$ cat config.mk
export PLATFORM = sky130hd
export DESIGN_NAME = dqd_divider
export DESIGN_NICKNAME = d
export VERILOG_FILES = /design/src/rtl/core/dqd_pkg.sv /design/src/rtl/core/dqd_divider.sv
export SDC_FILE = /design/constraint.sdc
export NUM_CORES = 2
export LEC_CHECK = 0
export ABC_AREA = 0
export BUFFER_PORTS_ARGS = -buffer_cell sky130_fd_sc_hd__buf_4
export CORE_MARGIN = 1.5
export CORE_UTILIZATION = 40
export DETAILED_ROUTE_END_ITERATION = 10
export SLEW_MARGIN = 10
export SYNTH_ARGS = -nofsm -noshare
export SYNTH_HDL_FRONTEND = slang
export SYNTH_SLANG_ARGS = --single-unit
$ cat constraint.sdc
create_clock -name clk -period 3.3 [get_ports clk]
set_input_delay 0 -clock clk [delete_from_list [all_inputs] [get_ports clk]]
set_output_delay 0 -clock clk [all_outputs]
set_load 0.05 [all_outputs]
$ cat src/rtl/core/dqd_pkg.sv
// Shared types, constants and the exp2 table for the detection query decoder.
package dqd_pkg;

    localparam int CLASS_W  = 7;
    localparam int COORD_W  = 16;
    localparam int DIM_W    = 12;
    localparam int QUOT_W   = 17;
    localparam int DEN_W    = 18;
    localparam int NUMER_W  = 33;
    localparam int CFG_INDEX_W = 3;

    localparam logic [16:0] ONE_Q16   = 17'd65536;
    localparam logic [16:0] LOG2E_Q16 = 17'd94548;
    localparam logic [15:0] LN2_Q16   = 16'd45426;
    localparam logic [7:0]  EXP_SHIFT_LIMIT = 8'd32;
    localparam logic [NUMER_W-1:0] NUMER_ONE = 33'h1_0000_0000;
    localparam logic [COORD_W-1:0] COORD_MAX = 16'hFFFF;
    localparam logic [15:0] SCORE_MAX = 16'hFFFF;

    typedef enum logic [CFG_INDEX_W-1:0] {
        REG_SCORE_THRESHOLD = 3'd0,
        REG_MASK_ENABLE     = 3'd1,
        REG_CLASS_MASK_LOW  = 3'd2,
        REG_CLASS_MASK_HIGH = 3'd3,
        REG_SOURCE_WIDTH    = 3'd4,
        REG_SOURCE_HEIGHT   = 3'd5
    } cfg_reg_e;

    typedef logic [CLASS_W-1:0] class_id_t;
    typedef logic [COORD_W-1:0] coord_t;
    typedef logic [DIM_W-1:0]   dim_t;

    typedef struct packed {
        logic signed [15:0] best_logit;
        class_id_t          best_class;
        logic               best_found;
        coord_t             center_x;
        coord_t             center_y;
        coord_t             size_x;
        coord_t             size_y;
    } query_t;

    typedef struct packed {
        coord_t left;
        coord_t top;
        coord_t right;
        coord_t bottom;
    } box_t;

    typedef struct packed {
        logic      neg;
        logic      found;
        class_id_t class_id;
        box_t      box;
    } side_t;

    typedef struct packed {
        logic [NUMER_W-1:0] numer;
        logic [DEN_W-1:0]   denom;
        side_t              side;
    } div_req_t;

    typedef struct packed {
        logic [QUOT_W-1:0] quot;
        side_t             side;
    } div_res_t;

    // 2^(-k/16) in Q16
    function automatic logic [16:0] exp2_neg_q16(input logic [3:0] k);
        logic [16:0] v;
        unique case (k)
            4'd0:  v = 17'd65536;
            4'd1:  v = 17'd62757;
            4'd2:  v = 17'd60097;
            4'd3:  v = 17'd57549;
            4'd4:  v = 17'd55109;
            4'd5:  v = 17'd52773;
            4'd6:  v = 17'd50535;
            4'd7:  v = 17'd48393;
            4'd8:  v = 17'd46341;
            4'd9:  v = 17'd44376;
            4'd10: v = 17'd42495;
            4'd11: v = 17'd40693;
            4'd12: v = 17'd38968;
            4'd13: v = 17'd37316;
            4'd14: v = 17'd35734;
            default: v = 17'd34219;
        endcase
        return v;
    endfunction

endpackage

$ cat src/rtl/core/dqd_divider.sv
// Pipelined restoring divider, one quotient bit per stage, for the rounded score.
module dqd_divider (
    input  logic                 clk,
    input  logic                 rst_n,
    input  logic                 advance,
    input  logic                 req_valid,
    input  dqd_pkg::div_req_t    req,
    output logic                 res_valid,
    output dqd_pkg::div_res_t    res
);

    localparam int STEPS = dqd_pkg::QUOT_W;
    localparam int DW    = dqd_pkg::DEN_W;
    localparam int NW    = dqd_pkg::NUMER_W;

    logic [STEPS:0]       valid_reg;
    logic [DW-1:0]        rem_reg  [0:STEPS];
    logic [STEPS-1:0]     low_reg  [0:STEPS];
    logic [STEPS-1:0]     quot_reg [0:STEPS];
    logic [DW-1:0]        den_reg  [0:STEPS];
    dqd_pkg::side_t       side_reg [0:STEPS];

    logic [DW:0]          trial     [1:STEPS];
    logic                 ge        [1:STEPS];
    logic [DW-1:0]        rem_next  [1:STEPS];
    logic [STEPS-1:0]     quot_next [1:STEPS];

    always_comb
    begin
        for (int j = 1; j <= STEPS; j++)
        begin
            trial[j]     = {rem_reg[j-1], low_reg[j-1][STEPS-1]};
            ge[j]        = trial[j] >= {1'b0, den_reg[j-1]};
            rem_next[j]  = ge[j] ? DW'(trial[j] - {1'b0, den_reg[j-1]}) : trial[j][DW-1:0];
            quot_next[j] = {quot_reg[j-1][STEPS-2:0], ge[j]};
        end
    end

    assign res_valid = valid_reg[STEPS];
    assign res.quot  = quot_reg[STEPS];
    assign res.side  = side_reg[STEPS];

    always_ff @(posedge clk or negedge rst_n)
    begin
        if (!rst_n)
        begin
            valid_reg <= '0;
        end
        else if (advance)
        begin
            valid_reg <= {valid_reg[STEPS-1:0], req_valid};
        end
    end

    always_ff @(posedge clk)
    begin
        if (advance)
        begin
            rem_reg[0]  <= DW'(req.numer[NW-1:STEPS]);
            low_reg[0]  <= req.numer[STEPS-1:0];
            quot_reg[0] <= '0;
            den_reg[0]  <= req.denom;
            side_reg[0] <= req.side;
            for (int j = 1; j <= STEPS; j++)
            begin
                rem_reg[j]  <= rem_next[j];
                low_reg[j]  <= {low_reg[j-1][STEPS-2:0], 1'b0};
                quot_reg[j] <= quot_next[j];
                den_reg[j]  <= den_reg[j-1];
                side_reg[j] <= side_reg[j-1];
            end
        end
    end

endmodule

-- After elaboration in Yosys (flattened, before gate mapping)
Memory sizes are Yosys's and may differ from the RTL's.
Index checks and enable logic that the tools add are counted.
- memories: 5
- input bits: 128
- memory bits (writable): 2574
- output and inout port bits: 91
- register bits: 18
- logic and storage cells: 59
- memories (memory ; words ; width ; read ports ; clocked after Yosys merged registers in ; write ports ; line ; text):
    side_reg ; 18 ; 73 ; 18 ; 0 ; 18 ; dqd_divider.sv:21 ; dqd_pkg::side_t side_reg [0:STEPS];
    den_reg ; 18 ; 18 ; 17 ; 0 ; 18 ; dqd_divider.sv:20 ; logic [DW-1:0] den_reg [0:STEPS];
    rem_reg ; 18 ; 18 ; 17 ; 0 ; 18 ; dqd_divider.sv:17 ; logic [DW-1:0] rem_reg [0:STEPS];
    low_reg ; 18 ; 17 ; 17 ; 0 ; 18 ; dqd_divider.sv:18 ; logic [STEPS-1:0] low_reg [0:STEPS];
    quot_reg ; 18 ; 17 ; 18 ; 0 ; 18 ; dqd_divider.sv:19 ; logic [STEPS-1:0] quot_reg [0:STEPS];
- mux-type cells: 19
- $lt $le $gt $ge: 17
- add/subtract/negate cells: 17
- operator list (operator ; number):
    $ge 19x18->1 ; 17
    $mux 18 ; 17
    $sub 18x18->18 ; 17
    $mux 1 ; 2

-- Depth between registers and ports, before layout
- depth in word-level cells: 2
- gate-level depth with buffers: 12

-- Worst setup path before layout
No wires, ideal clock.
- kind: register to register
- start: memory low_reg[12][16] (netlist name)
- end: memory rem_reg[13][16] (netlist name), data pin
- library setup time: 0.260 ns
- path buffers: 0
- setup slack: 0.241 ns
- arrival time: 2.799 ns
- cell stages (with the launch flop): 12
- data required time: 3.040 ns
- cells stage by stage: edfxtp_1 inv_1 ha_1 inv_1 fa_1 a211o_1 a2111oi_0 o31ai_1 a211oi_1 o31ai_1 xor2_1 mux2_2
- RTL lines (element ; line):
    from (decl) ; dqd_divider.sv:18
    to (decl) ; dqd_divider.sv:17

==> impl_metrics.yaml <==
status:
  status: "complete, no violations"
routing:
  vias_per_cell: 4.81
  wl_per_cell_um: 16.0
  ant_nets: 0
  drt_iter0_drc: 2763
  drc_errors: 0
  wl_um: 141000
  drtPass1Iterations: 8
  vias: 42200
floorplanning:
  rows: 170
  die_w_um: 469
  pin_count: 219
  start_util_pct: 40.4
  die_h_um: 469
  coreArea_mm2: 0.215
  die_area_mm2: 0.220
critical_path:
  worst_setup_path_start_kind: "flip-flop"
  criticalPathCategory: "flip-flop to flip-flop"
  cp_top_family: "compound AO/OA/AOI/OAI gates"
  crit_path_end_kind: "flip-flop"
  cp_max_fo: 19
  r2r-end: "rem_reg[2][14]"
  path_cells: "inv_1 -> ha_1 -> nor2b_1 -> o31a_1 -> o31ai_1 -> a21boi_0 -> o311ai_2 -> nand2_2 -> buf_12 -> mux2_2"
  r2r_start: "den_reg[1][1]"
  cp_slowest_stage_delay_ns: 0.52
  cp.arrival_ns: 3.80
  crit_required_ns: 3.88
  worst-path-buf-inv: 2
  slowest_stage: "o31ai_1"
  rr_worst_depth: 10
  r2r_slack_ns: 0.08
  cp.depth: 10
logic_synthesis:
  yosysWarningCount: 0
  async_reset_ff_share_pct: 0.801
  syn_inst: 4985
  synth_area_per_cell_um2: 17.4
  synthFlopType: "edfxtp_1"
  yosysTopAreaCell: "edfxtp_1"
  synthTopCellsByCount: "edfxtp_1, inv_1, ha_1"
  synthTopCellsByArea: "edfxtp_1, ha_1, mux2_2"
  synth-seq-cells: 2248
  yosysMostFrequentCell: "edfxtp_1"
  synth_edf_count: 2230
  ys_types: 93
  syn_nets: 5434
  synth_top_cell_area_share_pct: 77.1
  yosysSeqAreaShare_pct: 77.6
  netlist_area_mm2: 0.0869
cells_and_area:
  largest_reg_flops: 1314
  layout-drive-gt1-share_pct: 16.1
  nFillCells: 18000
  postLayoutCoreUtil_pct: 48.0
  area_delta_synth_final_pct: 18.8
  nets: 6192
timing:
  skew_ns: 0.0690
  finalMaxSlewViolations: 0
  finalHoldViolations: 0
  finalCriticalPeriod_ns: 3.22
  post-route-period-util_pct: 97.5
  worstMarginPinSlew_ns: 0.868
  setup_violations: 0
  max_slew_margin_pct: 42.2
  rsz0062_at_grt: "no"
  max_freq_ghz: 0.311
  fin_tns_setup_ns: 0
placement:
  port_buffers: 218
  gp_routability_congestion: 0.906
  dpl.hpwl_um: 90400
clocking:
  ctsRootBufferMaster: "clkbuf_16"
  cts_sinks: 2248
  cts_inserted_buffers: 229
  h-tree-depth: 4
  clockBufferDepth: 3
  cts_tree: "yes"
  post_cts_buffers: 0
  clk_latency_ns: 0.85
  clk_pin_slew_ns: 0.06
power:
  power.density_mw_per_mm2: 811
  p_leak_nw: 38.0
  finalPower_w: 0.0837
  vdd_drop_max_v: 0.000614
global_routing:
  use_met1_pct: 15.1
  grt_pass1_vias: 43000
  grt_pass1_wl_um: 223000
  grtUsageTotal_pct: 12.5
  antenna_found_initial: 2
  met3_usage_pct: 2.52
  grt-busiest-layer: "met2"
  grt_use_met2_pct: 21.7
  overflow: 0
  grt_max_degree: 121
min_path:
  hold_start: "advance"
  min_to: "side_reg[0][41]"
  hold_path_depth: 2
  hold_class: "input pin to flip-flop"
flow_run:
  cap_violations: 0
final cells by class:
cell class / count / area [um2] / share of cell area, %
multi-input combinational: 2272 / 17700 / 17.2
timing repair buffer: 580 / 5420 / 5.25
sequential: 2248 / 67400 / 65.3
inverter: 412 / 1550 / 1.50
clock buffer: 279 / 5920 / 5.73
clock inverter: 142 / 1630 / 1.58
antenna: 3 / 7.51 / 0.00727
tap: 2838 / 3550 / 3.44
placed cells by master (no fill, tap or decap), types with 33 or more instances in the layout:
master         synthesis  routed
mux2_2               250     250
nand4_1               41      41
buf_12                 0      33
clkbuf_16              0     229
o21ai_0              148     147
clkinv_1               0      43
nor2b_1               37      37
a21oi_1              219     219
a21o_1                82      82
dlygate4sd3_1          0     253
inv_1                411     411
edfxtp_1            2230    2230
clkinv_2               0      40
and3_1                33      33
a211oi_1              41      40
ha_1                 305     304
nand3_1               56      56
nor2_1               173     173
nand2_1              159     159
nor3_1                54      54
clkbuf_1              26      50
o21a_1                55      55
xor2_1                70      70
xnor2_1              126     126
buf_4                  2     292
worst reg2reg max path, stage by stage (launching register included):
cell,delay [ns]
edfxtp_1,0.39
inv_1,0.12
ha_1,0.25
nor2b_1,0.15
o31a_1,0.30
o31ai_1,0.52
a21boi_0,0.27
o311ai_2,0.40
nand2_2,0.11
buf_12,0.18
mux2_2,0.28
per-layer routing:
| metal | wire length (um) | vias to the layer above |
|---|---|---|
| met5 | 11 | - |
| met2 | 70300 | 704 |
| met1 | 59700 | 20400 |
| met3 | 4990 | 344 |
| met4 | 5660 | 2 |
| li1 | - | 20700 |
stage by stage:
stage               hold slack [ns]  setup slack [ns]  area, um2  std cells
floorplan                    -0.296             0.241      86900       4985
global placement             -0.125            -0.173      93100       8097
detailed placement           -0.116           -0.0376      93100       8097
CTS                           0.248           0.00597     103000       8771
global route                  0.260           0.00100     103000       8774
finish                        0.269            0.0823     103000       8774
repair_timing:
| action | CTS | global route |
|---|---|---|
| hold endpoints to repair | 687 | 0 |
| gates resized for setup | 1 | 11 |
| setup endpoints to repair | 1 | 43 |
| pin swaps | 0 | 5 |
| hold buffers | 253 | 0 |
where the power goes:
part	leakage, nW	internal (W)	switching, W
Clock	3.64	0.0148	0.0107
Sequential	22.0	0.0361	0.00158
Combinational	12.3	0.00973	0.0108
Total	38.0	0.0606	0.0231
how the worst max path moves through the flow:
stage                    start         endpoint  slack [ns]
2_1_floorplan  low_reg[12][16]  rem_reg[13][16]        0.24
3_3_place_gp   low_reg[12][16]  rem_reg[13][16]       -0.17
3_5_place_dp   low_reg[12][16]  rem_reg[13][16]       -0.04
4_1_cts        low_reg[12][16]  rem_reg[13][16]       0.006
5_1_grt         rem_reg[6][12]    rem_reg[7][5]       0.001
6_report         den_reg[1][1]   rem_reg[2][14]        0.08
cell families (layout without fill, tap and decap cells):
| family | after synthesis | count (layout) | synth area share, % |
|---|---|---|---|
| AO/OA/AOI/OAI | 794 | 794 | 6.06 |
| XOR/XNOR | 196 | 196 | 1.98 |
| adder cells (fa/ha/maj) | 321 | 321 | 4.76 |
| buffers and inverters | 465 | 1413 | 2.08 |
| flip-flops | 2248 | 2248 | 77.6 |
| multiplexers | 288 | 288 | 3.73 |
| other | 0 | 3 | 0 |
| AND/OR/NAND/NOR | 673 | 673 | 3.82 |
Power figures use the tool's default switching activity.
