### src/rtl/core/dqd_pkg.sv
// Shared types, constants and the exp2 table for the detection query decoder.
package dqd_pkg;

    localparam int CLASS_W  = 7;
    localparam int COORD_W  = 16;
    localparam int DIM_W    = 12;
    localparam int QUOT_W   = 17;
    localparam int DEN_W    = 18;
    localparam int NUMER_W  = 33;
    localparam int CFG_INDEX_W = 3;

    localparam logic [16:0] ONE_Q16   = 17'd65536;
    localparam logic [16:0] LOG2E_Q16 = 17'd94548;
    localparam logic [15:0] LN2_Q16   = 16'd45426;
    localparam logic [7:0]  EXP_SHIFT_LIMIT = 8'd32;
    localparam logic [NUMER_W-1:0] NUMER_ONE = 33'h1_0000_0000;
    localparam logic [COORD_W-1:0] COORD_MAX = 16'hFFFF;
    localparam logic [15:0] SCORE_MAX = 16'hFFFF;

    typedef enum logic [CFG_INDEX_W-1:0] {
        REG_SCORE_THRESHOLD = 3'd0,
        REG_MASK_ENABLE     = 3'd1,
        REG_CLASS_MASK_LOW  = 3'd2,
        REG_CLASS_MASK_HIGH = 3'd3,
        REG_SOURCE_WIDTH    = 3'd4,
        REG_SOURCE_HEIGHT   = 3'd5
    } cfg_reg_e;

    typedef logic [CLASS_W-1:0] class_id_t;
    typedef logic [COORD_W-1:0] coord_t;
    typedef logic [DIM_W-1:0]   dim_t;

    typedef struct packed {
        logic signed [15:0] best_logit;
        class_id_t          best_class;
        logic               best_found;
        coord_t             center_x;
        coord_t             center_y;
        coord_t             size_x;
        coord_t             size_y;
    } query_t;

    typedef struct packed {
        coord_t left;
        coord_t top;
        coord_t right;
        coord_t bottom;
    } box_t;

    typedef struct packed {
        logic      neg;
        logic      found;
        class_id_t class_id;
        box_t      box;
    } side_t;

    typedef struct packed {
        logic [NUMER_W-1:0] numer;
        logic [DEN_W-1:0]   denom;
        side_t              side;
    } div_req_t;

    typedef struct packed {
        logic [QUOT_W-1:0] quot;
        side_t             side;
    } div_res_t;

    // 2^(-k/16) in Q16
    function automatic logic [16:0] exp2_neg_q16(input logic [3:0] k);
        logic [16:0] v;
        unique case (k)
            4'd0:  v = 17'd65536;
            4'd1:  v = 17'd62757;
            4'd2:  v = 17'd60097;
            4'd3:  v = 17'd57549;
            4'd4:  v = 17'd55109;
            4'd5:  v = 17'd52773;
            4'd6:  v = 17'd50535;
            4'd7:  v = 17'd48393;
            4'd8:  v = 17'd46341;
            4'd9:  v = 17'd44376;
            4'd10: v = 17'd42495;
            4'd11: v = 17'd40693;
            4'd12: v = 17'd38968;
            4'd13: v = 17'd37316;
            4'd14: v = 17'd35734;
            default: v = 17'd34219;
        endcase
        return v;
    endfunction

endpackage

### src/rtl/core/dqd_argmax.sv
// Running arg-max over allowed class logits; hands a finished query to the decode pipeline.
module dqd_argmax #(
    parameter int MAX_CLASSES = 128
) (
    input  logic                   clk,
    input  logic                   rst_n,
    input  logic                   accept,
    input  logic signed [15:0]     logit,
    input  dqd_pkg::coord_t        box_center_x,
    input  dqd_pkg::coord_t        box_center_y,
    input  dqd_pkg::coord_t        box_width,
    input  dqd_pkg::coord_t        box_height,
    input  logic                   last_class,
    input  logic                   mask_enable,
    input  logic [127:0]           class_mask,
    output logic                   q_valid,
    output dqd_pkg::query_t        q
);

    localparam int CW = $clog2(MAX_CLASSES);
    localparam logic [CW-1:0] LAST_INDEX = CW'(MAX_CLASSES - 1);

    logic [CW-1:0]        class_counter_reg, class_counter_next;
    logic signed [15:0]   best_logit_reg, best_logit_next;
    dqd_pkg::class_id_t   best_class_reg, best_class_next;
    logic                 best_found_reg, best_found_next;

    dqd_pkg::class_id_t   cls;
    logic                 allowed;
    logic                 take;
    logic signed [15:0]   cand_logit;
    dqd_pkg::class_id_t   cand_class;
    logic                 cand_found;

    always_comb
    begin
        cls        = dqd_pkg::class_id_t'(class_counter_reg);
        allowed    = !mask_enable || class_mask[cls];
        take       = allowed && (!best_found_reg || (logit > best_logit_reg));
        cand_logit = take ? logit : best_logit_reg;
        cand_class = take ? cls : best_class_reg;
        cand_found = best_found_reg || take;

        q_valid         = accept && last_class;
        q.best_logit    = cand_logit;
        q.best_class    = cand_class;
        q.best_found    = cand_found;
        q.center_x      = box_center_x;
        q.center_y      = box_center_y;
        q.size_x        = box_width;
        q.size_y        = box_height;

        class_counter_next = class_counter_reg;
        best_logit_next    = best_logit_reg;
        best_class_next    = best_class_reg;
        best_found_next    = best_found_reg;

        if (accept)
        begin
            if (last_class)
            begin
                // clear for the next query
                class_counter_next = '0;
                best_logit_next    = '0;
                best_class_next    = '0;
                best_found_next    = 1'b0;
            end
            else
            begin
                best_logit_next = cand_logit;
                best_class_next = cand_class;
                best_found_next = cand_found;
                if (class_counter_reg != LAST_INDEX)
                begin
                    class_counter_next = class_counter_reg + CW'(1);
                end
            end
        end
    end

    always_ff @(posedge clk or negedge rst_n)
    begin
        if (!rst_n)
        begin
            class_counter_reg <= '0;
            best_logit_reg    <= '0;
            best_class_reg    <= '0;
            best_found_reg    <= 1'b0;
        end
        else
        begin
            class_counter_reg <= class_counter_next;
            best_logit_reg    <= best_logit_next;
            best_class_reg    <= best_class_next;
            best_found_reg    <= best_found_next;
        end
    end

endmodule

### config.mk
export PLATFORM = sky130hd
export DESIGN_NAME = dqd_argmax
export DESIGN_NICKNAME = d
export VERILOG_FILES = /design/src/rtl/core/dqd_pkg.sv /design/src/rtl/core/dqd_argmax.sv
export SDC_FILE = /design/constraint.sdc
export NUM_CORES = 1
export LEC_CHECK = 0
export BUFFER_PORTS_ARGS = -buffer_cell sky130_fd_sc_hd__buf_2
export CAP_MARGIN = 30
export CORE_AREA = 2 2 119 121
export DETAILED_ROUTE_END_ITERATION = 6
export DIE_AREA = 0 0 121 123
export HOLD_SLACK_MARGIN = 0.03
export MAX_ROUTING_LAYER = met4
export PLACE_DENSITY = 0.66
export SLEW_MARGIN = 30
export SYNTH_ARGS = -nofsm -noshare
export SYNTH_HDL_FRONTEND = slang
export SYNTH_SLANG_ARGS = --single-unit
### constraint.sdc
create_clock -name clk -period 3.17 [get_ports clk]
set_input_delay 0.4755 -clock clk [delete_from_list [all_inputs] [get_ports clk]]
set_output_delay 0.4755 -clock clk [all_outputs]
set_load 0.05 [all_outputs]
# After elaboration in Yosys (flattened, before gate mapping)
# Index checks and enable logic that the tools add are counted.
# Widths: inputs -> output; s select.
[word_totals]
wordCells = 26
in_bits = 213
output_inout_bits = 89
regBits = 31
[op_classes]
n_addsub = 1
n_eq_ne = 1
n_mux = 9
reduce_logical = 9
n_lt_le_gt_ge = 2
[op_table]
columns = ["cell", "n"]
rows = [
  ["$mux 16", 2],
  ["$mux 7", 4],
  ["$gt 16x16->1", 1],
  ["$lt 7x8->1 const B", 1],
  ["$add 7x1->7 const B", 1],
  ["$bmux 1 s7", 1],
  ["$ne 7x7->1 const B", 1],
  ["$logic_or 1x1->1", 3],
  ["$logic_and 1x1->1", 2],
  ["$logic_not 1->1", 2],
  ["$mux 1", 2],
  ["$reduce_and 2->1", 1],
  ["$reduce_bool 2->1", 1],
]

# Logic depth before layout (Yosys ltp)
[logic_depth]
ltp_word = 6
ltp_mapped = 12
ltp_nobuf = 9

# Least setup slack after synthesis
# Ideal clock, no wire load.
[synth_timing]
path_type = "input to output"
start = "input port logit[15]"
end = "output port q[66] (netlist name)"
required_ns = 2.694
arrival_ns = 3.189
stages = 10
n_path_buf = 2
path_slack_ns = -0.495
path_cell_list = "ha_1 nand4_1 nor4_1 o21ai_1 and2_1 a211oi_1 o21a_1 buf_4 buf_6 mux2i_1"
[synth_rtl]
columns = ["item", "line", "source"]
rows = [
  ["start: declaration", "dqd_argmax.sv:8", "input logic signed [15:0] logit,"],
  ["end: declaration", "dqd_argmax.sv:17", "output dqd_pkg::query_t q"],
]

==> out/results.tsv <==
stage	metric	value	unit
pwr	Peak VDD IR	240	uV
pwr	Pleak	2.67	nW
cells_and_area	fill cell count	1368	
global_routing	largest net degree at the start of global routing	48	
setup_path	Setup crit start	class_counter_reg[0]	
setup_path	type of destination of the critical path	output port	
cells_and_area	number of flip-flops in the largest register	16	
job	max_cap viols	0	
sta	Final min period	3580	ps
clocking	CTS Hold Bufs	0	
clocking	clock latency on the worst-skew pair	280	ps
clocking	htree depth	2	
global_routing	antenna violations before repair	0	
global_routing	gr ovfl total	0	
cells_and_area	multi-input combinational cell area	2770	um^2
setup_path	worst reg2reg setup slack	180	ps
setup_path	kind of critical path	reg2out	
pwr	switching share of power	40.2	%
route	router iterations before antenna repair	4	
route	vias per cell	5.11	
sta	FMAX	279	MHz
clocking	Max clock buf depth	2	
cells_and_area	area grow syn2layout	37.1	%
global_routing	vias in the first global route	3961	
setup_path	critical path required time	2690	ps
sta	setup slack after layout	-411	ps
pwr	Clock Power Share	18.5	%
setup_path	R2R depth	14	
setup_path	reg2reg start	class_counter_reg[0]	
cells_and_area	fraction of layout cells with a size suffix above 1	51.1	%
pwr	total power	2.64	mW
setup_path	crit path to	q[69]	
sta	final setup vio count	24	
synth	number of enable flip-flop cells after synthesis	0	
cells_and_area	commonest non-fill, non-tap cell in the layout	buf_2	
floorplan	Ports	302	
run_status	failing checks	negative setup slack	
cells_and_area	most frequent cells in the layout	buf_2, buf_4, nand2b_1, nor2_1, inv_1	
synth	ys flop type	dfrtp_1	
global_routing	first-pass GRT wire length	21400	um
sta	final cycle utilization of the critical path	113	%
placement	port buffer count	173	
sta	RSZ-0062 raised after global routing	true	
setup_path	max incr delay on CP	440	ps
route	final WL	14600	um
sta	Max Slew Vio Count	0	
setup_path	WP data arrival	3110	ps
floorplan	initial cell density of the core	31.0	%
sta	Final Hold Fails	0	
run_status	status	complete, but fails checks	
floorplan	Die Ht	123	um
clocking	CTS root buffer	clkbuf_16	
route	post-route ant nets	0	
route	Avg WL per Cell	18.1	um
clocking	TritonCTS buffer count	5	
setup_path	Worst path slowest cell	dfrtp_2	
placement	RD Place Congestion	0.901	
synth	Post-Synthesis Net Count	702	
pwr	combinational group share of total power	62.6	%
pwr	pwr dens	457	nW/um^2
placement	DP Wirelength	11300	um
sta	Setup Skew	6.42	ps
sta	Worst slew margin	48.7	%
synth	sequential share of the synthesized area	18.4	%
setup_path	reg-to-reg endpoint	best_logit_reg[8]	
setup_path	most used cell along the critical path	buf_12	
global_routing	GR Util All Layers	19.2	%
sta	Min Hold Slack	275	ps
pwr	share of power burned in registers	18.9	%
synth	Ys Warns	0	
pwr	P_int	1.58	mW
setup_path	crit-path cells	buf_12 > buf_12 > buf_12 > mux4_2 > mux2i_2 > o221ai_1 > o31ai_2 > a22oi_2 > o21a_4 > buf_4 > mux2_2 > buf_6	
clocking	Worst-path clk slew	60	ps
floorplan	Die Width	121	um
clocking	TritonCTS clock tree	yes	
floorplan	Die ar.	14900	um^2
pwr	Switch Pwr	1.06	mW
route	First DRT Iteration DRCs	344	
floorplan	row count	43	
cells_and_area	Nets	855	
floorplan	core area	13600	um^2
synth	cell area after synthesis	4220	um^2
route	Residual DRC	0	
synth	post-synthesis register bit count	31	
route	Vias	4121	
synth	Unique masters post-synth	44	
synth	Mean Syn Cell Area	8.95	um^2
setup_path	CP startpoint kind	register	
sta	Slew @ Worst Pin	769	ps
setup_path	Crit Path Max Fanout	12	
min_path	HP Class	in2async	
clocking	clk sinks	31	
synth	share of flip-flops with an asynchronous set or reset	100	%
cells_and_area	Register Area	777	um^2
synth	Post-Synthesis Cells	472	
cell families after synthesis:
kind of cell / Yosys count / synth area share, %
simple gates: 134 / 16.1
buf+inv: 133 / 18.8
compound gates: 85 / 15.6
mux: 68 / 25.3
flops: 31 / 18.4
fa+ha+maj: 17 / 5.04
xor+xnor: 4 / 0.829
worst min-delay path by stage:
stage                                   end  slack [ps]  cells past startpoint
after global placement       best_found_reg         500                      2
after CTS                 best_logit_reg[7]         300                      1
after floorplan           best_class_reg[0]         180                      0
after global routing      best_logit_reg[5]         330                      1
after detailed placement     best_found_reg         510                      2
final                     best_logit_reg[3]         280                      1
metal layers:
layer,vias to the layer above,share of wire (%),wire length (um),global-route usage [%]
met1,1937,41,5990,23.7
li1,1952,-,-,-
met3,22,10,1500,6.92
met5,-,0,0,-
met2,210,48,6960,29.9
met4,0,1.3,187,5.23
critical path: cells and delay by family (launching register included):
family	cells	cell delay, ps
AO/OA/AOI/OAI	4	860
flip-flops	1	440
buffers and inverters	5	720
multiplexers	3	790
power by group through the flow:
| stage | Combinational (mW) | Sequential [mW] | Clock (mW) |
|---|---|---|---|
| detailed placement | 1.40 | 0.511 | 0 |
| global placement | 1.39 | 0.510 | 0 |
| CTS | 1.54 | 0.500 | 0.504 |
| finish | 1.66 | 0.500 | 0.488 |
| floorplan | 1.17 | 0.500 | 0 |
| global route | 1.77 | 0.509 | 0.524 |
synthesized netlist by cell type (all sizes together) (2+ instances only):
| cell type | number | area, um^2 |
|---|---|---|
| o21ai | 4 | 20.0 |
| mux2i | 19 | 190 |
| and4 | 2 | 17.5 |
| a21oi | 7 | 35.0 |
| nand2 | 30 | 113 |
| nand2b | 35 | 219 |
| a21o | 3 | 22.5 |
| nand3 | 4 | 20.0 |
| o211ai | 30 | 225 |
| a22o | 2 | 17.5 |
| a2111oi | 4 | 47.6 |
| and2 | 2 | 12.5 |
| nor2b | 12 | 75.1 |
| o22ai | 2 | 12.5 |
| clkbuf | 23 | 86.3 |
| nor2 | 33 | 124 |
| nor3 | 2 | 10.0 |
| ha | 17 | 213 |
| or2 | 2 | 12.5 |
| buf | 79 | 593 |
| o31ai | 2 | 15.0 |
| mux2 | 25 | 338 |
| xor2 | 4 | 35.0 |
| o221ai | 18 | 158 |
| dfrtp | 31 | 776 |
| inv | 31 | 116 |
| o21a | 2 | 15.0 |
| a211oi | 7 | 52.6 |
| nand4 | 5 | 31.3 |
| nor4 | 5 | 31.3 |
| mux4 | 24 | 541 |
area by class of cell:
cell class                 instances  share of cell area [%]
sequential                        31                    13.4
inverter                          31                    2.01
clock inverter                     1                  0.0864
antenna                            1                  0.0432
multi-input combinational        308                    47.8
timing repair buffer             248                    30.2
clock buffer                       7                    2.46
tap                              180                    3.89
what timing repair did:
action	4_1_cts	5_1_grt
resized for setup	51	25
hold endpoints to repair	0	0
pin swaps	2	5
setup endpoints to repair	24	24
cloned	1	2
buffers inserted	6	9
metrics by stage:
step                cells  setup slack [ps]  utilization (%)  cell area (um^2)  setup TNS, ps
global route          806              -525             42.5              5790         -11990
floorplan             472              14.8                -              4270              0
global placement      781              -322             38.0              5170          -7080
CTS                   796              -398             41.0              5570          -8560
detailed placement    781              -343             38.0              5170          -7300
finish                807              -411             42.5              5790          -9300
No activity file was read; power rests on OpenSTA's default activity.
