[src/rtl/core/dqd_pkg.sv]
// Shared types, constants and the exp2 table for the detection query decoder.
package dqd_pkg;

    localparam int CLASS_W  = 7;
    localparam int COORD_W  = 16;
    localparam int DIM_W    = 12;
    localparam int QUOT_W   = 17;
    localparam int DEN_W    = 18;
    localparam int NUMER_W  = 33;
    localparam int CFG_INDEX_W = 3;

    localparam logic [16:0] ONE_Q16   = 17'd65536;
    localparam logic [16:0] LOG2E_Q16 = 17'd94548;
    localparam logic [15:0] LN2_Q16   = 16'd45426;
    localparam logic [7:0]  EXP_SHIFT_LIMIT = 8'd32;
    localparam logic [NUMER_W-1:0] NUMER_ONE = 33'h1_0000_0000;
    localparam logic [COORD_W-1:0] COORD_MAX = 16'hFFFF;
    localparam logic [15:0] SCORE_MAX = 16'hFFFF;

    typedef enum logic [CFG_INDEX_W-1:0] {
        REG_SCORE_THRESHOLD = 3'd0,
        REG_MASK_ENABLE     = 3'd1,
        REG_CLASS_MASK_LOW  = 3'd2,
        REG_CLASS_MASK_HIGH = 3'd3,
        REG_SOURCE_WIDTH    = 3'd4,
        REG_SOURCE_HEIGHT   = 3'd5
    } cfg_reg_e;

    typedef logic [CLASS_W-1:0] class_id_t;
    typedef logic [COORD_W-1:0] coord_t;
    typedef logic [DIM_W-1:0]   dim_t;

    typedef struct packed {
        logic signed [15:0] best_logit;
        class_id_t          best_class;
        logic               best_found;
        coord_t             center_x;
        coord_t             center_y;
        coord_t             size_x;
        coord_t             size_y;
    } query_t;

    typedef struct packed {
        coord_t left;
        coord_t top;
        coord_t right;
        coord_t bottom;
    } box_t;

    typedef struct packed {
        logic      neg;
        logic      found;
        class_id_t class_id;
        box_t      box;
    } side_t;

    typedef struct packed {
        logic [NUMER_W-1:0] numer;
        logic [DEN_W-1:0]   denom;
        side_t              side;
    } div_req_t;

    typedef struct packed {
        logic [QUOT_W-1:0] quot;
        side_t             side;
    } div_res_t;

    // 2^(-k/16) in Q16
    function automatic logic [16:0] exp2_neg_q16(input logic [3:0] k);
        logic [16:0] v;
        unique case (k)
            4'd0:  v = 17'd65536;
            4'd1:  v = 17'd62757;
            4'd2:  v = 17'd60097;
            4'd3:  v = 17'd57549;
            4'd4:  v = 17'd55109;
            4'd5:  v = 17'd52773;
            4'd6:  v = 17'd50535;
            4'd7:  v = 17'd48393;
            4'd8:  v = 17'd46341;
            4'd9:  v = 17'd44376;
            4'd10: v = 17'd42495;
            4'd11: v = 17'd40693;
            4'd12: v = 17'd38968;
            4'd13: v = 17'd37316;
            4'd14: v = 17'd35734;
            default: v = 17'd34219;
        endcase
        return v;
    endfunction

endpackage

[src/rtl/core/dqd_front.sv]
// Exponential and box-scaling pipeline; forms the score division request per query.
module dqd_front #(
    parameter int COORD_FRAC_BITS = 4
) (
    input  logic                 clk,
    input  logic                 rst_n,
    input  logic                 advance,
    input  logic                 q_valid,
    input  dqd_pkg::query_t      q,
    input  dqd_pkg::dim_t        source_width,
    input  dqd_pkg::dim_t        source_height,
    output logic                 req_valid,
    output dqd_pkg::div_req_t    req
);

    localparam int SHIFT = 17 - COORD_FRAC_BITS;
    localparam int ROUND = 1 << (SHIFT - 1);

    // edge = (2*centre -/+ size) times dimension; zero when the edge is not positive
    function automatic logic [29:0] edge_prod(
        input dqd_pkg::coord_t c,
        input dqd_pkg::coord_t s,
        input logic            subtract,
        input dqd_pkg::dim_t   dim
    );
        logic [18:0] twice;
        logic [18:0] sz;
        logic [18:0] d;
        logic [29:0] p;
        twice = {2'b00, c, 1'b0};
        sz    = {3'b000, s};
        d     = subtract ? (twice - sz) : (twice + sz);
        if (d[18] || (d == 19'd0))
        begin
            p = '0;
        end
        else
        begin
            p = {12'b0, d[17:0]} * {18'b0, dim};
        end
        return p;
    endfunction

    function automatic dqd_pkg::coord_t scale_edge(
        input logic [29:0]   prod,
        input dqd_pkg::dim_t dim
    );
        logic [30:0]     sum;
        logic [30:0]     scaled;
        logic [30:0]     lim;
        dqd_pkg::coord_t v;
        sum    = {1'b0, prod} + 31'(ROUND);
        scaled = sum >> SHIFT;
        lim    = {19'b0, dim} << COORD_FRAC_BITS;
        if (scaled > lim)
        begin
            scaled = lim;
        end
        if (scaled > {15'b0, dqd_pkg::COORD_MAX})
        begin
            v = dqd_pkg::COORD_MAX;
        end
        else
        begin
            v = scaled[15:0];
        end
        return v;
    endfunction

    logic [4:0]             valid_reg;

    dqd_pkg::query_t        s1_query_reg;

    logic [31:0]            s2_u_reg;
    logic                   s2_neg_reg;
    logic                   s2_found_reg;
    dqd_pkg::class_id_t     s2_class_reg;
    logic [29:0]            s2_prod_reg [0:3];

    logic [7:0]             s3_n_reg;
    logic [3:0]             s3_k_reg;
    logic [11:0]            s3_t_reg;
    dqd_pkg::side_t         s3_side_reg;

    logic [7:0]             s4_n_reg;
    logic [3:0]             s4_k_reg;
    logic [16:0]            s4_p_reg;
    dqd_pkg::side_t         s4_side_reg;

    logic [7:0]             s5_n_reg;
    logic [16:0]            s5_m_reg;
    dqd_pkg::side_t         s5_side_reg;

    logic [15:0]            best_raw;
    logic [15:0]            abs_logit;
    logic [32:0]            u_full;
    logic [31:0]            u_next;
    logic [29:0]            prod_next [0:3];
    logic [35:0]            t_full;
    logic [11:0]            t_next;
    dqd_pkg::box_t          box_next;
    logic [23:0]            tsq;
    logic [16:0]            p_next;
    logic [33:0]            m_full;
    logic [16:0]            m_next;
    logic [16:0]            e_val;
    logic [17:0]            den;

    always_comb
    begin
        // stage 1: |best| * log2(e), edge products
        best_raw  = s1_query_reg.best_logit;
        abs_logit = best_raw[15] ? (~best_raw + 16'd1) : best_raw;
        u_full    = {17'b0, abs_logit} * {16'b0, dqd_pkg::LOG2E_Q16};
        u_next    = u_full[31:0];
        prod_next[0] = edge_prod(s1_query_reg.center_x, s1_query_reg.size_x, 1'b1,
                                 source_width);
        prod_next[1] = edge_prod(s1_query_reg.center_y, s1_query_reg.size_y, 1'b1,
                                 source_height);
        prod_next[2] = edge_prod(s1_query_reg.center_x, s1_query_reg.size_x, 1'b0,
                                 source_width);
        prod_next[3] = edge_prod(s1_query_reg.center_y, s1_query_reg.size_y, 1'b0,
                                 source_height);

        // stage 2: remainder times ln2, round and clamp edges
        t_full          = {16'b0, s2_u_reg[19:0]} * {20'b0, dqd_pkg::LN2_Q16};
        t_next          = t_full[35:24];
        box_next.left   = scale_edge(s2_prod_reg[0], source_width);
        box_next.top    = scale_edge(s2_prod_reg[1], source_height);
        box_next.right  = scale_edge(s2_prod_reg[2], source_width);
        box_next.bottom = scale_edge(s2_prod_reg[3], source_height);

        // stage 3: second-order polynomial
        tsq    = {12'b0, s3_t_reg} * {12'b0, s3_t_reg};
        p_next = dqd_pkg::ONE_Q16 - {5'b0, s3_t_reg} + {10'b0, tsq[23:17]};

        // stage 4: table scale
        m_full = {17'b0, dqd_pkg::exp2_neg_q16(s4_k_reg)} * {17'b0, s4_p_reg};
        m_next = m_full[32:16];

        // stage 5: integer shift, build dividend and divisor
        e_val = (s5_n_reg >= dqd_pkg::EXP_SHIFT_LIMIT) ? 17'd0 : (s5_m_reg >> s5_n_reg[4:0]);
        den   = {1'b0, dqd_pkg::ONE_Q16} + {1'b0, e_val};
        if (s5_side_reg.neg)
        begin
            req.numer = {e_val, 16'b0} + {16'b0, den[17:1]};
        end
        else
        begin
            req.numer = dqd_pkg::NUMER_ONE + {16'b0, den[17:1]};
        end
        req.denom = den;
        req.side  = s5_side_reg;
    end

    assign req_valid = valid_reg[4];

    always_ff @(posedge clk or negedge rst_n)
    begin
        if (!rst_n)
        begin
            valid_reg <= '0;
        end
        else if (advance)
        begin
            valid_reg <= {valid_reg[3:0], q_valid};
        end
    end

    always_ff @(posedge clk)
    begin
        if (advance)
        begin
            s1_query_reg <= q;

            s2_u_reg     <= u_next;
            s2_neg_reg   <= s1_query_reg.best_logit[15];
            s2_found_reg <= s1_query_reg.best_found;
            s2_class_reg <= s1_query_reg.best_class;
            for (int i = 0; i < 4; i++)
            begin
                s2_prod_reg[i] <= prod_next[i];
            end

            s3_n_reg             <= s2_u_reg[31:24];
            s3_k_reg             <= s2_u_reg[23:20];
            s3_t_reg             <= t_next;
            s3_side_reg.neg      <= s2_neg_reg;
            s3_side_reg.found    <= s2_found_reg;
            s3_side_reg.class_id <= s2_class_reg;
            s3_side_reg.box      <= box_next;

            s4_n_reg    <= s3_n_reg;
            s4_k_reg    <= s3_k_reg;
            s4_p_reg    <= p_next;
            s4_side_reg <= s3_side_reg;

            s5_n_reg    <= s4_n_reg;
            s5_m_reg    <= m_next;
            s5_side_reg <= s4_side_reg;
        end
    end

endmodule

[config.mk]
export PLATFORM = sky130hd
export DESIGN_NAME = dqd_front
export DESIGN_NICKNAME = d
export VERILOG_FILES = /design/src/rtl/core/dqd_pkg.sv /design/src/rtl/core/dqd_front.sv
export SDC_FILE = /design/constraint.sdc
export NUM_CORES = 2
export LEC_CHECK = 0
export ABC_CLOCK_PERIOD_IN_PS = 18500
export BUFFER_PORTS_ARGS = -buffer_cell sky130_fd_sc_hd__buf_2
export CAP_MARGIN = 5
export CORE_MARGIN = 8
export CORE_UTILIZATION = 55
export DETAILED_ROUTE_END_ITERATION = 10
export PLACE_DENSITY = 0.69
export SLEW_MARGIN = 25
export SYNTH_ARGS = -nofsm -noshare
export SYNTH_HDL_FRONTEND = slang
export SYNTH_SLANG_ARGS = --single-unit
[constraint.sdc]
create_clock -name clk -period 18.5 [get_ports clk]
set_clock_uncertainty 0.15 [all_clocks]
set_input_delay 1.85 -clock clk [delete_from_list [all_inputs] [get_ports clk]]
set_output_delay 1.85 -clock clk [all_outputs]
set_load 0.1 [all_outputs]
# After elaboration in Yosys (flattened, before gate mapping)

Memories as Yosys holds them, arrays and structs flattened. A register that Yosys moved wholly into a read port is not among the register bits.
Cells that the tools add are included.

Shift-type cells: 1
$lt $le $gt $ge: 9
Mux-type cells: 14
Multipliers: 8
Reductions and logical operators: 8
Add/subtract/negate cells: 14
Bitwise logic cells: 1

Operators by type and width:

| cell                   | count |
|---|---|
| $add 30x13->31 const B | 4 |
| $gt 31x16->1 const B   | 4 |
| $mul 18x12->30         | 4 |
| $mux 30                | 4 |
| $logic_not 19->1       | 4 |
| $gt 18x16->1           | 4 |
| $mux 18                | 4 |
| $add 17x16->18         | 2 |
| $sub 17x16->18         | 2 |
| $add 33x17->33         | 1 |
| $add 33x17->33 const A | 1 |
| $mul 17x17->33         | 1 |
| $mul 18x15->33 const B | 1 |
| $mux 33                | 1 |
| $mul 16x15->30 const B | 1 |
| $mul 12x12->24         | 1 |
| $add 17x17->18 const A | 1 |
| $add 17x7->17          | 1 |
| $mux 17                | 1 |
| $shr 17x5->17          | 1 |
| $sub 17x12->17 const A | 1 |
| $add 16x1->16 const B  | 1 |
| $mux 16                | 1 |
| $not 16->16            | 1 |
| other kinds (5)        | 8 |

Memory bits (writable): 120
Register bits: 429
Output and inout bits: 125
Logic and storage cells: 98
Input port bits: 116
Memory bits (read-only): 272
Memories: 2

Memory list:

| name             | depth | width | read ports | clocked after memory_dff | write ports | RTL line        | text |
|---|---|---|---|---|---|---|---|
| (name not given) | 16    | 17    | 1          | 1                        | 0           | dqd_pkg.sv:71   | `unique case (k)` |
| s2_prod_reg      | 4     | 30    | 4          | 0                        | 4           | dqd_front.sv:78 | `logic [29:0] s2_prod_reg [0:3];` |

# Longest topological paths before layout

Word-level depth: 5
Depth in mapped cells: 32
Gate-level depth less buffers: 31

# Worst setup path before layout

OpenSTA, ideal clock, no wires.

Path kind: reg2out
Start: register s5_n_reg[0]
End: output port req[117] (netlist bit)
Path slack: 9.279 ns
Stages on the path, launching flop included: 15
Buffers on the path: 2
Data required time: 16.500 ns
Data arrival time: 7.221 ns
Cell sequence: edfxtp_1 -> buf_2 -> buf_2 -> mux4_2 -> nand2_1 -> and3_1 -> a211oi_1 -> a31oi_1 -> nor4_1 -> ha_1 -> ha_1 -> nand3_1 -> nor4_1 -> mux2i_1 -> nor2b_1

RTL lines:

| what                     | RTL line         | text |
|---|---|---|
| start: declaration       | dqd_front.sv:90  | `logic [7:0] s5_n_reg;` |
| start signal: assignment | dqd_front.sv:198 | `s5_n_reg <= s4_n_reg;` |
| end: declaration         | dqd_front.sv:13  | `output dqd_pkg::div_req_t req` |

==> summary.txt <==
STA
  • RSZ-0062 raised after global routing: no
  • Worst-margin pin slew: 1.056 ns
  • Slew HR: 29.09%
  • Max Slew Vio Count: 0
  • FMAX: 112.9 MHz
  • Setup ws final: 9.642 ns
  • Hold violation count in the final report: 0
  • Final Critical Period: 8.858 ns
  • Final Cycle Share: 47.88%
  • Sum of negative setup slack: 0 ns
  • Endpoints failing setup: 0

Floorplan
  • Die Ht: 371.9 µm
  • Die Area: 0.1383 mm²
  • Die span in x: 371.9 µm
  • Starting Density: 55.41%
  • # IOs: 241
  • Core box area: 0.1257 mm²
  • Site Rows: 130

Logic synthesis
  • Syn Nets: 8882
  • Synth top area share: 31.38%
  • Most used DFF post-synth: edfxtp_1
  • Number of flops mapped to enable cells by yosys: 496
  • Synth top area cells: fa_1 (31%), edfxtp_1 (21%), ha_1 (14%)
  • Cells after Synth: 6873
  • Synthesized cell area: 0.06967 mm²
  • Post-synth cell types: 86
  • Register bit total from synthesis: 518
  • Seq/Total Area, Yosys: 22.05%
  • Synthesized area per cell: 10.14 µm²
  • Synth area leader: fa_1
  • FFs w/ async S/R, synth: 0.9653%
  • Synthesis Warnings: 0

Clock tree
  • Clock Root Buffer: clkbuf_16
  • CTS buffer count: 58
  • H-Tree Depth: 2
  • # resized after CTS: 0
  • Clock Tree Buf Depth: 3
  • CTS tree: yes
  • Worst-path clk slew: 0.06 ns
  • Postcts setup bufs: 0
  • Worst-skew pair later-pin latency: 0.68 ns
  • Post-CTS Hold Buffers: 0
  • Clock sink total: 518

Placement
  • GPL Wtd Cong: 0.8912
  • HPWL Detailed: 126.7 mm
  • Port bufs: 240
  • Post-place setup slack: 8.950 ns

Outcome
  • Status: finished clean

Worst hold path
  • Worst hold-check path type: reg -> reg
  • Hold Path Stages: 0
  • Hold path endpoint: s4_side_reg[21]
  • Hold path start: s3_side_reg[21]

Detailed routing
  • DR iter-0 viols: 2748
  • WL met2: 74.15 mm
  • Antenna viol nets, final: 0
  • Routed WL: 159.6 mm
  • Top sig layer: met5
  • Met3 routed WL: 12.61 mm
  • Wire length per cell: 18.35 µm
  • Vias per cell: 5.375
  • Metal-1 WL: 68.49 mm
  • DRC viols: 0
  • Total number of vias: 46740
  • Drt first pass iters: 5

Layout
  • NumNets Final: 9004
  • Fraction of layout cells with a size suffix above 1: 7.467%
  • Fillcell total: 10470
  • Final core utilization: 59.28%
  • P&R area growth vs syn: 6.990%

Global routing
  • First-pass GRT wire length: 260.8 mm
  • Number of global-route vias before repair: 49740
  • GR Util All Layers: 23.52%
  • Largest net degree at the start of global routing: 85
  • Overflow after GRT: 0
  • Initial antenna violation count: 4

Critical path
  • CP required: 18.77 ns
  • FF-to-FF End: s2_prod_reg[3][29]
  • Reg2reg start: s1_query_reg[1]
  • CP max-delay cell: a2111oi_1
  • Worst reg2reg path depth: 28
  • Crit Path Class: reg -> reg
  • CP arrival: 9.12 ns
  • Most Frequent Cell on Critical Path: fa_1
  • Crit-path max FO: 13
  • Flop2flop setup slack: 9.64 ns
  • CP peak stage delay: 0.76 ns
  • Crit path capture type: register
  • Startpoint class of the critical path: register

Job
  • Max Cap Violations: 0
cell usage after synthesis, drive strengths merged, types with 8 or more instances:
| cell type | count |
|---|---|
| nand3 | 54 |
| mux4 | 9 |
| buf | 33 |
| a31oi | 20 |
| edfxtp | 496 |
| or2 | 12 |
| o21a | 38 |
| xnor2 | 214 |
| or4 | 22 |
| o22ai | 9 |
| a2111oi | 8 |
| a211o | 8 |
| o211ai | 12 |
| mux2i | 23 |
| o21bai | 24 |
| nand2 | 796 |
| o21ai | 93 |
| fa | 1092 |
| a211oi | 20 |
| nor2 | 325 |
| mux2 | 57 |
| or3 | 20 |
| and3 | 36 |
| and2 | 380 |
| a21oi | 143 |
| nor2b | 48 |
| inv | 1426 |
| nand2b | 77 |
| nor4 | 14 |
| xor2 | 86 |
| nor3 | 41 |
| nand4 | 32 |
| o31ai | 13 |
| clkbuf | 222 |
| a21o | 47 |
| dfxtp | 17 |
| clkinv | 8 |
| ha | 801 |
through the flow:
step	hold WS [ns]	instance area, µm²	std cells
final	0.2616	74540	8696
after global routing	0.2698	74530	8694
after CTS	0.2606	74490	8693
after detailed placement	0.2545	72540	8584
after global placement	0.2516	72520	8584
after floorplan	0.2503	69670	6873
cell type report:
cell class / instances / area, µm² / share of cell area [%]
Clock buffer: 66 / 1481 / 1.987
Inverter: 1434 / 5383 / 7.221
Clock inverter: 43 / 470.5 / 0.6311
Multi-Input combinational cell: 4666 / 47990 / 64.38
Timing Repair Buffer: 317 / 1789 / 2.400
Tap cell: 1650 / 2064 / 2.770
Sequential cell: 518 / 15360 / 20.61
Antenna cell: 2 / 5.005 / 0.006714
cells by family after synthesis:
group / after synthesis / share of synthesized area [%]
adder cells (fa/ha/maj): 1893 / 45.76
AND/OR/NAND/NOR: 1880 / 12.85
buffers and inverters: 1689 / 9.247
flip-flops: 518 / 22.05
AO/OA/AOI/OAI: 504 / 4.783
XOR/XNOR: 300 / 3.771
multiplexers: 89 / 1.543
metal layers:
layer | up-vias | global-route usage [%]
met1 | 23260 | 31.82
met3 | 257 | 4.870
met5 | - | 0
met2 | 1494 | 38.71
li1 | 21730 | -
met4 | 2 | 6.280
cell usage in the layout, fill, tap and decap left out, drive strengths merged, types with 8 or more instances in the layout:
master   Yosys  final
o21bai      24     24
o22ai        9      9
mux2        57     57
or2         12     12
o21ai       93     93
xnor2      214    214
nor2b       48     48
mux4         9      9
nor3        41     41
or4         22     22
fa        1092   1092
or3         20     20
o211ai      12     12
nor4        14     14
nand2b      77     77
mux2i       23     23
and3        36     36
o21a        38     38
a211o        8      8
xor2        86     86
a211oi      20     20
a2111oi      8      8
a31oi       20     20
nand3       54     54
nand2      796    796
nor2       325    325
and2       380    380
clkinv       8     36
dfxtp       17     17
buf         33    317
inv       1426   1432
nand4       32     32
ha         801    801
a21o        47     47
clkbuf     222     66
a21oi      143    143
o31ai       13     13
edfxtp     496    496
critical path, delay by kind of cell, from the launching register on:
family | cells | cell delay (ns)
and+or+nand+nor | 3 | 0.35
DFF | 1 | 0.43
AOI/OAI and AO/OA | 11 | 3.29
adders and majority gates | 8 | 3.37
xor gates and xnor gates | 2 | 0.77
buffers and inverters | 4 | 0.22
worst max-delay path by stage:
stage,startpoint,end,cells past startpoint
floorplan,s5_n_reg[0],req[117],14
global placement,source_height[4],s2_prod_reg[3][29],23
detailed placement,source_height[4],s2_prod_reg[3][29],23
CTS,s1_query_reg[1],s2_prod_reg[3][29],27
global route,s1_query_reg[1],s2_prod_reg[3][29],28
finish,s1_query_reg[1],s2_prod_reg[3][29],28
Power is left out: the tool's default activity adds up to more than one toggle a clock period on the data nets, which glitch-free logic cannot reach.
